### src/hw/rtl/tccs_pkg.sv
// Package for the text console cursor/scroll core: geometry, codes, types
// and the ring-address helper. No dependencies.
package tccs_pkg;

    // Screen geometry and tab width
    localparam int COLUMNS    = 80;
    localparam int ROWS       = 25;
    localparam int TAB_SPACES = 4;

    localparam int CELLS  = ROWS * COLUMNS;
    localparam int COL_W  = $clog2(COLUMNS);
    localparam int ROW_W  = $clog2(ROWS);
    localparam int ADDR_W = $clog2(CELLS);
    localparam int TAB_W  = $clog2(TAB_SPACES + 1);

    // Field widths on the stream ports
    localparam int REQ_TYPE_W      = 2;
    localparam int CHAR_CODE_W     = 8;
    localparam int COLOR_W         = 8;
    localparam int CELL_COLUMN_W   = 7;
    localparam int CELL_ROW_W      = 5;
    localparam int CURSOR_COLUMN_W = 7;
    localparam int CURSOR_ROW_W    = 5;
    localparam int CELL_DATA_W     = 16;
    localparam int IN_TDATA_W      = 32;
    localparam int OUT_TDATA_W     = 32;

    // Character codes
    localparam logic [CHAR_CODE_W-1:0] CH_NULL    = 8'h00;
    localparam logic [CHAR_CODE_W-1:0] CH_TAB     = 8'h09;
    localparam logic [CHAR_CODE_W-1:0] CH_NEWLINE = 8'h0A;
    localparam logic [CHAR_CODE_W-1:0] CH_SPACE   = 8'h20;

    typedef enum logic [REQ_TYPE_W-1:0] {
        REQ_PUT   = 2'd0,
        REQ_CLEAR = 2'd1,
        REQ_READ  = 2'd2,
        REQ_RSVD  = 2'd3
    } req_t;

    typedef enum logic [1:0] {
        KIND_NOP,
        KIND_PUT,
        KIND_CLEAR,
        KIND_READ
    } kind_t;

    typedef enum logic [3:0] {
        S_INIT,
        S_IDLE,
        S_PUT_ADDR,
        S_PUT_WRITE,
        S_SCROLL,
        S_CLEAR,
        S_READ_ADDR,
        S_READ_MEM,
        S_DONE
    } state_t;

    typedef struct packed {
        logic accept;
        logic sweep_start;
        logic sweep_write;
        logic put_addr;
        logic put_write;
        logic scroll_write;
        logic read_addr;
        logic read_mem;
        logic load_out;
    } cmd_t;

    typedef struct packed {
        kind_t kind;
        logic  put_scroll;
        logic  tab_left;
        logic  sweep_last;
        logic  scroll_last;
    } stat_t;

    // Physical cell address of a logical row/column under the ring offset
    function automatic logic [ADDR_W-1:0] phys_addr(
        input logic [ROW_W-1:0] top,
        input logic [ROW_W-1:0] row,
        input logic [COL_W-1:0] col
    );
        logic [ROW_W:0] sum;
        sum = {1'b0, top} + {1'b0, row};
        if (sum >= (ROW_W+1)'(ROWS))
            sum = sum - (ROW_W+1)'(ROWS);
        return ADDR_W'(ADDR_W'(sum[ROW_W-1:0]) * ADDR_W'(COLUMNS)) + ADDR_W'(col);
    endfunction

endpackage

### src/hw/rtl/tccs_ctrl.sv
// Controller FSM for the text console core: sequences init sweep, puts,
// scroll fills, clears and reads. Depends on tccs_pkg.
module tccs_ctrl (
    input  logic             clk,
    input  logic             rst_n,
    input  logic             s_axis_tvalid,
    output logic             s_axis_tready,
    output logic             m_axis_tvalid,
    input  logic             m_axis_tready,
    input  tccs_pkg::stat_t  stat,
    output tccs_pkg::cmd_t   cmd
);

    tccs_pkg::state_t state_reg, state_next;
    logic             out_valid_reg, out_valid_next;

    always_ff @(posedge clk or negedge rst_n)
    begin
        if (!rst_n)
        begin
            state_reg     <= tccs_pkg::S_INIT;
            out_valid_reg <= 1'b0;
        end
        else
        begin
            state_reg     <= state_next;
            out_valid_reg <= out_valid_next;
        end
    end

    // Next state
    always_comb
    begin
        state_next = state_reg;
        unique case (state_reg)
            tccs_pkg::S_INIT:
                if (stat.sweep_last)
                    state_next = tccs_pkg::S_IDLE;
            tccs_pkg::S_IDLE:
                if (s_axis_tvalid)
                begin
                    unique case (stat.kind)
                        tccs_pkg::KIND_PUT:   state_next = tccs_pkg::S_PUT_ADDR;
                        tccs_pkg::KIND_CLEAR: state_next = tccs_pkg::S_CLEAR;
                        tccs_pkg::KIND_READ:  state_next = tccs_pkg::S_READ_ADDR;
                        tccs_pkg::KIND_NOP:   state_next = tccs_pkg::S_DONE;
                    endcase
                end
            tccs_pkg::S_PUT_ADDR:
                state_next = tccs_pkg::S_PUT_WRITE;
            tccs_pkg::S_PUT_WRITE:
                priority if (stat.put_scroll)
                    state_next = tccs_pkg::S_SCROLL;
                else if (stat.tab_left)
                    state_next = tccs_pkg::S_PUT_ADDR;
                else
                    state_next = tccs_pkg::S_DONE;
            tccs_pkg::S_SCROLL:
                if (stat.scroll_last)
                    state_next = stat.tab_left ? tccs_pkg::S_PUT_ADDR : tccs_pkg::S_DONE;
            tccs_pkg::S_CLEAR:
                if (stat.sweep_last)
                    state_next = tccs_pkg::S_DONE;
            tccs_pkg::S_READ_ADDR:
                state_next = tccs_pkg::S_READ_MEM;
            tccs_pkg::S_READ_MEM:
                state_next = tccs_pkg::S_DONE;
            tccs_pkg::S_DONE:
                if (!out_valid_reg || m_axis_tready)
                    state_next = tccs_pkg::S_IDLE;
            default:
                state_next = tccs_pkg::S_IDLE;
        endcase
    end

    // Commands
    always_comb
    begin
        cmd              = '0;
        s_axis_tready    = (state_reg == tccs_pkg::S_IDLE);
        cmd.accept       = s_axis_tready && s_axis_tvalid;
        cmd.sweep_start  = cmd.accept && (stat.kind == tccs_pkg::KIND_CLEAR);
        cmd.sweep_write  = (state_reg == tccs_pkg::S_INIT) || (state_reg == tccs_pkg::S_CLEAR);
        cmd.put_addr     = (state_reg == tccs_pkg::S_PUT_ADDR);
        cmd.put_write    = (state_reg == tccs_pkg::S_PUT_WRITE);
        cmd.scroll_write = (state_reg == tccs_pkg::S_SCROLL);
        cmd.read_addr    = (state_reg == tccs_pkg::S_READ_ADDR);
        cmd.read_mem     = (state_reg == tccs_pkg::S_READ_MEM);
        cmd.load_out     = (state_reg == tccs_pkg::S_DONE) && (!out_valid_reg || m_axis_tready);
    end

    always_comb
    begin
        if (cmd.load_out)
            out_valid_next = 1'b1;
        else if (m_axis_tready)
            out_valid_next = 1'b0;
        else
            out_valid_next = out_valid_reg;
    end

    assign m_axis_tvalid = out_valid_reg;

    a_init_once: assert property (@(posedge clk) disable iff (!rst_n)
        state_reg != tccs_pkg::S_INIT |=> state_reg != tccs_pkg::S_INIT)
        else $error("init sweep re-entered");

    a_rise_from_done: assert property (@(posedge clk) disable iff (!rst_n)
        $rose(out_valid_reg) |-> $past(state_reg == tccs_pkg::S_DONE))
        else $error("result raised outside done state");

endmodule

### config.mk
export PLATFORM = sky130hd
export DESIGN_NAME = tccs_ctrl
export DESIGN_NICKNAME = d
export VERILOG_FILES = /design/src/hw/rtl/tccs_pkg.sv /design/src/hw/rtl/tccs_ctrl.sv
export SDC_FILE = /design/constraint.sdc
export NUM_CORES = 1
export LEC_CHECK = 0
export ABC_AREA = 1
export BUFFER_PORTS_ARGS = -buffer_cell sky130_fd_sc_hd__buf_2
export CORE_AREA = 5 5 42 44
export DETAILED_ROUTE_END_ITERATION = 8
export DIE_AREA = 0 0 47 49
export HOLD_SLACK_MARGIN = 0.03
export PLACE_DENSITY = 0.68
export SLEW_MARGIN = 20
export SYNTH_ARGS = -nofsm -noshare
export SYNTH_HDL_FRONTEND = slang
export SYNTH_SLANG_ARGS = --single-unit
### constraint.sdc
create_clock -name clk -period 1.4 [get_ports clk]
set_input_delay 0.28 -clock clk [delete_from_list [all_inputs] [get_ports clk]]
set_output_delay 0.28 -clock clk [all_outputs]
set_load 0.005 [all_outputs]
==> impl_results.md, run 1 <==
* WL met2 at 836 µm
* Metal3 WL at 73 µm
* Sw Pwr at 0.000816 W
* # rows at 14
* Core area at 1400 µm²
* CTS clk-pin slew, worst paths at 0.04 ns
* Post-synth top area share at 0.248
* Yosys reg bits at 5
* Post-DP Area at 626 µm²
* Number of global-route vias before repair at 575
* Post-synthesis cell type count at 15
* DR top layer: met4
* # H-tree levels at 1
* Final ANT Viol Nets at 0
* Syn_area_per_cell at 5.95 µm²
* Synthesized area at 505 µm²
* Metal-1 WL at 593 µm
* WS Path Type: flop to output pin
* First-pass iteration count of the detailed router at 4
* Die width at 47 µm
* Commonest non-fill, non-tap cells in the layout: 20 x buf_2, 18 x nand2_1, 18 x buf_4
* Minimum clock period after layout at 1.48 ns
* Post-Syn Nets at 95
* CP Cell Sequence: nor2_4 > nand3_2 > nor2_1 > buf_2
* Worst vdd rail ir drop at 1.05 mV
* Critical Path Fanout Max at 7
* Routed vias/inst at 4.66
* R2R Setup Slk at -0.01 ns
* Detail Placement HPWL at 1.02 mm
* CTS Buf Count at 3
* CTS sink cnt at 5
* CTS tree: done
* Area delta synth->final at 65.3%
* Setup TNS at -0.472 ns
* Root Driver: clkbuf_4
* Largest cells by area after synthesis: dfrtp_1 25%, nand2_1 15%, nand3_1 14%
* DRC viols at 0
* Design area at 836 µm²
* Crit path max-delay cell type: dfrtp_2
* IO Pins at 21
* Largest net degree at the start of global routing at 8
* Crit. End Element: output pin
* Status: complete, but fails checks
* Synth area leader: dfrtp_1
* Iteration-0 DRC Markers at 21
* YS warnings at 0
* Layout cells sized above 1 at 0.520
* Synth Instances at 85
* Fin util at 0.596
* Part of the Yosys area used for sequential elements at 0.248
* Fillers at 126
* Sequential power share at 0.180
* Internal power at 0.000929 W
* Final period utilization at 1.06
* CP Launch Type: flop
* Fin worst setup slack at -0.0806 ns
* Leak Pwr at 0.496 nW
* Initial core utilization at 0.361
* Placer Congestion at 0.774
* DP Worst Slack at 0.0490 ns
* Final Slew Violations at 0
* Via Count at 666
* Slew @ Worst Pin at 0.217 ns
* Combinational power share at 0.726
* Final #Nets at 138
* GRT Residual Overflow at 0
* Global-route usage over all layers at 0.138
* Peak per-stage delay on the critical path at 0.44 ns
* WP data arrival at 1.20 ns
* Clock buffer depth at 2
* Final setup viols at 11
* Most common cell after layout, fill and taps aside: buf_2
* Clk_skew at 0.00161 ns
* Relative slew slack at 0.855
* Die height at 49 µm
* I/O Buffers at 20
* Sw Share at 0.468
* Diode count at 0
* RSZ-0062 raised after global routing: yes
* First-pass GRT wire length at 2.33 mm
* Largest register FFs at 4
* Clk pwr share at 0.094
* Routed Wire Length at 1.53 mm
* Final Hold Viols at 0
* Worst Path Required at 1.12 ns
* Initial antenna violation count at 0
* Failing checks: setup timing
* Power Density at 2090 nW/µm²
* Maxcap violations at 0
* Hold Crit Class: input port to flop
* Peak Freq at 675 MHz
* Clock Latency Late Sink at 0.24 ns
* Die area at 2300 µm²
* Routed len/inst at 10.7 µm
[worst max-delay path: cells and delay by family (launching register included)]
family / cells / cell delay [ns]
flops: 1 / 0.44
simple gates: 3 / 0.41
buf+inv: 1 / 0.11
[synthesized netlist by cell type, drive strengths merged]
cell / instances
nand2: 22
nor2: 19
nand3: 17
inv: 15
dfrtp: 5
o21ai: 4
a21oi: 1
buf: 1
nor3: 1
[final cells by class]
cell class	count	area (µm²)	area share
tap	16	20.0	0.0240
clock buffer	4	26.3	0.0314
timing repair buffer	39	245	0.293
multi-input combinational	64	355	0.425
sequential	5	130	0.156
inverter	15	58.8	0.0704
[final timing paths]
kind / startpoint / to / depth (start not counted)
worst max register to register: state_reg[2] / state_reg[2] / 8
max in group asynchronous: rst_n / state_reg[0] / 2
worst min register to register: m_axis_tvalid / m_axis_tvalid / 2
min in group asynchronous: rst_n / m_axis_tvalid / 2
worst min-delay path: m_axis_tready / m_axis_tvalid / 2
worst max-delay path: state_reg[2] / cmd[7] / 4
[repair_timing]
action | CTS | global route
resized for setup | 7 | 7
endpoints found under the setup margin | 10 | 11
endpoints found under the hold margin | 5 | 0
hold buffers | 1 | 0
buffers inserted | 10 | 7
pin swaps | 4 | 5
[routing by layer]
layer / up-vias / GRT usage
li1: 351 / -
met3: 2 / 0.0221
met2: 17 / 0.229
met5: - / 0
met4: 0 / 0.0691
met1: 296 / 0.162
[power groups by stage]
stage / Sequential, W / Combinational [W] / Clock (W)
3_5_place_dp: 0.000300 / 0.000833 / 0
5_1_grt: 0.000323 / 0.00140 / 0.000187
4_1_cts: 0.000307 / 0.00108 / 0.000173
2_1_floorplan: 0.000292 / 0.000590 / 0
6_report: 0.000315 / 0.00127 / 0.000164
3_3_place_gp: 0.000298 / 0.000829 / 0
[kinds of logic (layout without fill, tap and decap cells)]
logic type | Yosys count | after routing | share of synthesized area
simple gates | 59 | 59 | 0.577
compound gates | 5 | 5 | 0.0495
flops | 5 | 5 | 0.248
buf+inv | 16 | 58 | 0.126
[metrics by stage]
stage | hold slack (ns) | std cells | total power (W)
CTS | 0.250 | 136 | 0.00156
finish | 0.256 | 143 | 0.00175
global placement | 0.0950 | 121 | 0.00113
floorplan | -0.0156 | 85 | 0.000883
detailed placement | 0.0976 | 121 | 0.00113
global route | 0.259 | 143 | 0.00191
Note: power is estimated with default switching activity, not from simulation.
==> run 2: changes to the inputs <==
--- a/config.mk
+++ b/config.mk
@@ -6,10 +6,11 @@
 export NUM_CORES = 1
 export LEC_CHECK = 0
 export ABC_AREA = 1
-export BUFFER_PORTS_ARGS = -buffer_cell sky130_fd_sc_hd__buf_2
-export CORE_AREA = 5 5 42 44
+export BUFFER_PORTS_ARGS = -buffer_cell sky130_fd_sc_hd__clkbuf_2
+export CORE_AREA = 2 2 39 41
 export DETAILED_ROUTE_END_ITERATION = 8
-export DIE_AREA = 0 0 47 49
+export DIE_AREA = 0 0 41 43
+export GPL_TIMING_DRIVEN = 0
 export HOLD_SLACK_MARGIN = 0.03
 export PLACE_DENSITY = 0.68
 export SLEW_MARGIN = 20
==> run 2 against run 1 <==
The run still ends with setup timing left. Die area down 23%. Sequential share of layout area shrank 0.34 points. Sequential power is 3% higher. Cell count down 1.4%. Clock power is essentially flat.
==> impl_results.md, run 2 (same netlist as run 1, synthesis figures left out) <==
* Status: complete, but fails checks
* Failing checks: setup timing
* CTS clk-pin slew, worst paths at 0.04 ns (about the same)
* Leak Pwr at 0.497 nW (+0.15%)
* Fin worst setup slack at -0.155 ns (-0.0743 ns)
* # rows at 14 (unchanged)
* Global-route usage over all layers at 0.167 (+0.0295)
* Initial antenna violation count at 0 (unchanged)
* CTS sink cnt at 5 (unchanged)
* First-pass iteration count of the detailed router at 4 (unchanged)
* CP Launch Type: flop
* M2 GR Usage at 0.256 (+0.0277)
* Relative slew slack at 0.839 (-0.0157)
* Peak Freq at 643 MHz (-4.8%)
* Clock Latency Late Sink at 0.24 ns (about the same)
* GRT busiest layer: met2
* Routed vias/inst at 4.72 (+1.4%)
* Slew @ Worst Pin at 0.240 ns (+0.0232 ns)
* Tot Pwr at 0.00179 W (+2.3%)
* Final #Nets at 136 (-1.4%)
* Clk_skew at 0.00422 ns (+0.00261 ns)
* Critical Path End: cmd[0]
* Layout cells sized above 1 at 0.552 (+0.0323)
* I/O Buffers at 20 (unchanged)
* IO Pins at 21 (unchanged)
* Largest net degree at the start of global routing at 9 (+1)
* # H-tree levels at 1 (unchanged)
* WS Path Type: flop to output pin
* Post-placement cell count at 121 (unchanged)
* CTS Buf Count at 3 (unchanged)
* Final period utilization at 1.11 (+0.0531)
* Met1 usage at 0.228 (+0.0666)
* Met3 GRT Util at 0.0105 (-0.0117)
* RR Endpoint: state_reg[0]
* Routed Wire Length at 1.46 mm (-4.2%)
* First-pass GRT wire length at 2.04 mm (-12%)
* CTS tree: done
* Min-delay src: m_axis_tready
* Placer Congestion at 0.814 (+5.2%)
* Commonest non-fill, non-tap cells in the layout: 16 x nand2_1, 15 x clkbuf_2, 13 x buf_4
* Largest register FFs at 4 (unchanged)
* Final Slew Violations at 0 (unchanged)
* Initial core utilization at 0.365 (+0.00457)
* Clock buffer depth at 2 (unchanged)
* Worst Path Required at 1.12 ns (about the same)
* CP startpoint: state_reg[3]
* Crit. End Element: output pin
* Via Count at 666 (unchanged)
* Worst vdd rail ir drop at 1.13 mV (+7.1%)
* Final Hold Viols at 0 (unchanged)
* Core area at 1380 µm² (-1.2%)
* Detail Placement HPWL at 923 µm (-9.4%)
* Number of global-route vias before repair at 527 (-8.3%)
* Most common cell after layout, fill and taps aside: nand2_1
* Area delta synth->final at 69.1%
* Final cell count without fillers at 141 (-1.4%)
* GRT Residual Overflow at 0 (unchanged)
* Die width at 41 µm (-13%)
* Routed len/inst at 10.4 µm (-2.8%)
* WP data arrival at 1.27 ns (+0.07 ns)
* Iteration-0 DRC Markers at 10 (-52%)
* Reg-to-Reg Start: state_reg[3]
* Die height at 43 µm (-12%)
* Final setup viols at 10 (-1)
* DRC viols at 0 (unchanged)
* RSZ-0062 raised after global routing: yes
* Power Density at 2090 nW/µm² (about the same)
* Final ANT Viol Nets at 0 (unchanged)
* Fillers at 139 (+10%)
* Root Driver: clkbuf_4
* Diode count at 0 (unchanged)
* Die area at 1760 µm² (-23%)
* Worst Reg-to-Reg Cells at 7 (-1)
* Critical Path Fanout Max at 5 (-2)
* Hold Crit Class: input port to flop
* Minimum clock period after layout at 1.55 ns (+0.0743 ns)
* R2R Setup Slk at 0.05 ns (+0.06 ns)
* Maxcap violations at 0 (unchanged)
==> run 2: worst min-delay path by stage <==
stage                                to  slack [ns]  depth (start not counted)
after detailed placement  m_axis_tvalid         0.1                          1
after floorplan           m_axis_tvalid       -0.02                          0
after global placement    m_axis_tvalid         0.1                          1
after CTS                 m_axis_tvalid        0.25                          2
after global routing      m_axis_tvalid        0.32                          2
final                     m_axis_tvalid        0.28                          2
==> run 2: what timing repair did <==
item	4_1_cts	5_1_grt
hold buffers	1	0
hold endpoints to repair	5	0
pin swaps	4	7
setup endpoints to repair	10	14
gates resized for setup	10	17
buffers inserted	11	5
==> run 2: cell type report <==
class,count,area [µm²],area share
Buffer,1,7.51,0.00878
Clock buffer,4,26.3,0.0307
Inverter,15,56.3,0.0659
Multi-Input combinational cell,64,374,0.438
Sequential cell,5,130,0.152
Tap cell,16,20.0,0.0234
Timing Repair Buffer,36,240,0.281
==> run 2: report_power, final <==
group,internal (W),switching [W],total (W)
sequential,0.000217,0.000105,0.000323
combinational,0.000612,0.000688,0.00130
clock,0.000107,0.0000550,0.000162
total,0.000937,0.000848,0.00179
==> run 2: per-layer routing <==
| layer | up-vias | part of all wire | wire length, µm |
|---|---|---|---|
| met5 | - | 0 | 0 |
| met4 | 0 | 0.014 | 21 |
| met3 | 2 | 0.035 | 51 |
| met2 | 18 | 0.54 | 792 |
| met1 | 301 | 0.41 | 596 |
| li1 | 345 | - | - |
==> run 2: metrics by stage <==
step	worst slack (ns)	util	hold WS, ns	TNS, ns	area (µm²)
floorplan	0.155	-	-0.0156	0	505
global placement	-0.0238	0.452	0.0960	-0.0238	626
detailed placement	-0.0406	0.452	0.0971	-0.0406	626
CTS	-0.136	0.561	0.255	-0.906	777
global route	-0.248	0.618	0.322	-1.70	855
finish	-0.155	0.618	0.282	-0.958	855
==> run 2: worst max-delay path: stages (launching register included) <==
cell and delay, ns:
dfrtp_2 0.44, inv_1 0.07, nor2_2 0.16, nand2_2 0.07
nor2_1 0.09, buf_4 0.11, clkbuf_2 0.09
==> run 3: changes to the inputs <==
--- a/config.mk
+++ b/config.mk
@@ -13,6 +13,7 @@
 export GPL_TIMING_DRIVEN = 0
 export HOLD_SLACK_MARGIN = 0.03
 export PLACE_DENSITY = 0.68
+export SETUP_SLACK_MARGIN = 0.02
 export SLEW_MARGIN = 20
 export SYNTH_ARGS = -nofsm -noshare
 export SYNTH_HDL_FRONTEND = slang
==> constraint.sdc (replaced) <==
create_clock -name clk -period 1.4 [get_ports clk]
set_input_delay 0.07 -clock clk [delete_from_list [all_inputs] [get_ports clk]]
set_output_delay 0.07 -clock clk [all_outputs]
set_load 0.005 [all_outputs]
==> run 3 against run 2 <==
The run now ends clean. Cell count decreased by 5.7%. Clock skew hardly changed. Die area unchanged. Register-to-register slack gained 0.08 ns. Global-route usage is 1.2 points lower. Non-clock buffer count is 8 lower. Wire length down 17%. First-iteration DRC count up 10%. Clock-buffer cell count unchanged. Sequential share of layout area up 2.4 points. Combinational power shrank 23%. Maximum frequency is 16% higher.
==> impl_results.md, run 3 (same netlist as run 1, synthesis figures left out) <==
* Worst Reg-to-Reg Cells at 8 (+1)
* CTS clk-pin slew, worst paths at 0.04 ns (about the same)
* Met1 usage at 0.212 (-0.0166)
* Detail Placement HPWL at 923 µm (unchanged)
* Commonest non-fill, non-tap cells in the layout: 19 x nand2_1, 19 x clkbuf_2, 14 x nor2_1
* Sw Share at 0.484 (+0.00900)
* Global-route usage over all layers at 0.155 (-0.0122)
* Placer Congestion at 0.814 (unchanged)
* WS Path Type: flop to output pin
* Final Hold Viols at 0 (unchanged)
* Critical Path End: cmd[0]
* DP Worst Slack at 0.100 ns (+0.141 ns)
* R2R Setup Slk at 0.13 ns (+0.08 ns)
* Relative slew slack at 0.860 (+0.0211)
* CP startpoint: state_reg[3]
* WP data arrival at 1.27 ns (about the same)
* Maxcap violations at 0 (unchanged)
* Clock buffer depth at 2 (unchanged)
* Slew @ Worst Pin at 0.207 ns (-0.0330 ns)
* CTS Buf Count at 3 (unchanged)
* # H-tree levels at 1 (unchanged)
* Final #Nets at 128 (-5.9%)
* Clock Latency Late Sink at 0.24 ns (about the same)
* Peak Freq at 747 MHz (+16%)
* Number of global-route vias before repair at 501 (-4.9%)
* Met3 GRT Util at 0.0105 (unchanged)
* Combinational power share at 0.678 (-0.050)
* Status: finished clean
* RSZ-0062 raised after global routing: yes
* RR Endpoint: state_reg[0]
* Final Slew Violations at 0 (unchanged)
* Largest register FFs at 4 (unchanged)
* CP bufs+invs at 3 (unchanged)
* Iteration-0 DRC Markers at 11 (+1)
* Design area at 731 µm² (-14%)
* M2 GR Usage at 0.244 (-0.0125)
* GRT Residual Overflow at 0 (unchanged)
* Routed Wire Length at 1.22 mm (-17%)
* CTS sink cnt at 5 (unchanged)
* Crit. End Element: output pin
* Sw Pwr at 0.000717 W (-15%)
* Routed vias/inst at 4.53 (-4.0%)
* Initial antenna violation count at 0 (unchanged)
* Power Density at 2030 nW/µm² (-3.0%)
* Final ANT Viol Nets at 0 (unchanged)
* Crit path max-delay cell type: dfrtp_2
* Die width at 41 µm (unchanged)
* Layout cells sized above 1 at 0.436 (-0.116)
* Minimum clock period after layout at 1.34 ns (-0.217 ns)
* Worst Path Required at 1.33 ns (+0.21 ns)
* Via Count at 603 (-9.5%)
* Area delta synth->final at 44.6%
* Reg-to-Reg Start: state_reg[2]
* IO Pins at 21 (unchanged)
* CP top delay family: flip-flops
* Routed len/inst at 9.14 µm (-12%)
* CTS tree: done
* Fin util at 0.528 (-0.0895)
* Initial core utilization at 0.365 (unchanged)
* CP Launch Type: flop
* First-pass iteration count of the detailed router at 4 (unchanged)
* GRT busiest layer: met2
* Die height at 43 µm (unchanged)
* Die area at 1760 µm² (unchanged)
* Worst path depth at 6 (unchanged)
* Root Driver: clkbuf_4
* CP Cell Sequence: inv_1 > nor2_1 > nand2_2 > nor2_1 > buf_4 > clkbuf_2
* I/O Buffers at 20 (unchanged)
* Clk pwr share at 0.110 (+0.019)
* First-pass GRT wire length at 1.90 mm (-6.8%)
* Leak Pwr at 0.445 nW (-10%)
* Final period utilization at 0.956 (-0.155)
* Diode count at 0 (unchanged)
* Fin worst setup slack at 0.0621 ns (+0.217 ns)
* Core area at 1380 µm² (unchanged)
* Sequential power share at 0.212 (+0.031)
* Critical Path Fanout Max at 5 (unchanged)
* Final setup viols at 0 (-10)
* Post-DP Area at 626 µm² (unchanged)
* Clk_skew at 0.00382 ns (-0.000401 ns)
* Largest net degree at the start of global routing at 9 (unchanged)
* # rows at 14 (unchanged)
* Tot Pwr at 0.00148 W (-17%)
* CP dominant cell by count: nor2_1
* Peak per-stage delay on the critical path at 0.43 ns (about the same)
* Internal power at 0.000764 W (-18%)
* Hold Crit Class: input port to flop
* DRC viols at 0 (unchanged)
* Worst vdd rail ir drop at 1.15 mV (+1.7%)
==> run 3: metal layers <==
layer | vias up | part of all wire
li1 | 330 | -
met1 | 263 | 0.43
met2 | 10 | 0.54
met3 | 0 | 0.028
met4 | 0 | 0
met5 | - | 0
==> run 3: cell type report <==
cell class,count,area (µm²)
plain buffers,1,7.51
clock buffers,4,26.3
fillers,144,653
inverters,15,56.3
multi-input cells,64,329
flip-flops and latches,5,129
well taps,16,20.0
repair buffers,28,163
==> run 3: how the worst min path moves through the flow <==
stage	start	to	slack [ns]	cells past startpoint
6_report	m_axis_tready	m_axis_tvalid	0.08	2
5_1_grt	m_axis_tready	m_axis_tvalid	0.11	2
4_1_cts	m_axis_tready	m_axis_tvalid	0.04	2
3_5_place_dp	rst_n	m_axis_tvalid	-0.11	1
3_3_place_gp	rst_n	m_axis_tvalid	-0.11	1
2_1_floorplan	rst_n	m_axis_tvalid	-0.23	0
==> run 3: timing repair <==
action                     CTS  global route
resized for setup            2             5
hold endpoints to repair     5             0
hold buffers                 1             0
pin swaps                    2             2
setup endpoints to repair    4             7
setup buffers                4             3
==> run 3: worst reg2reg max path, stage by stage, from the launching register on <==
cell and delay, ns:
dfrtp_1 0.43, nor2_4 0.23, buf_4 0.15, nand3_2 0.08, nand2_1 0.09, inv_2 0.04
nand3_2 0.07, nand2_1 0.05, nand2_1 0.06
==> run 3: metrics by stage <==
stage                     hold WS, ns  cells  TNS, ns
after floorplan                -0.226     85        0
after detailed placement       -0.113    121        0
after global routing            0.112    133  -0.0189
final                          0.0784    133        0
after global placement         -0.114    121        0
after CTS                      0.0447    130        0
==> run 3: power groups by stage <==
stage	clock network, W	registers [W]	logic [W]
2_1_floorplan	0	0.000292	0.000590
3_3_place_gp	0	0.000300	0.000803
3_5_place_dp	0	0.000303	0.000811
4_1_cts	0.000169	0.000313	0.000930
5_1_grt	0.000176	0.000326	0.00115
6_report	0.000163	0.000315	0.00100
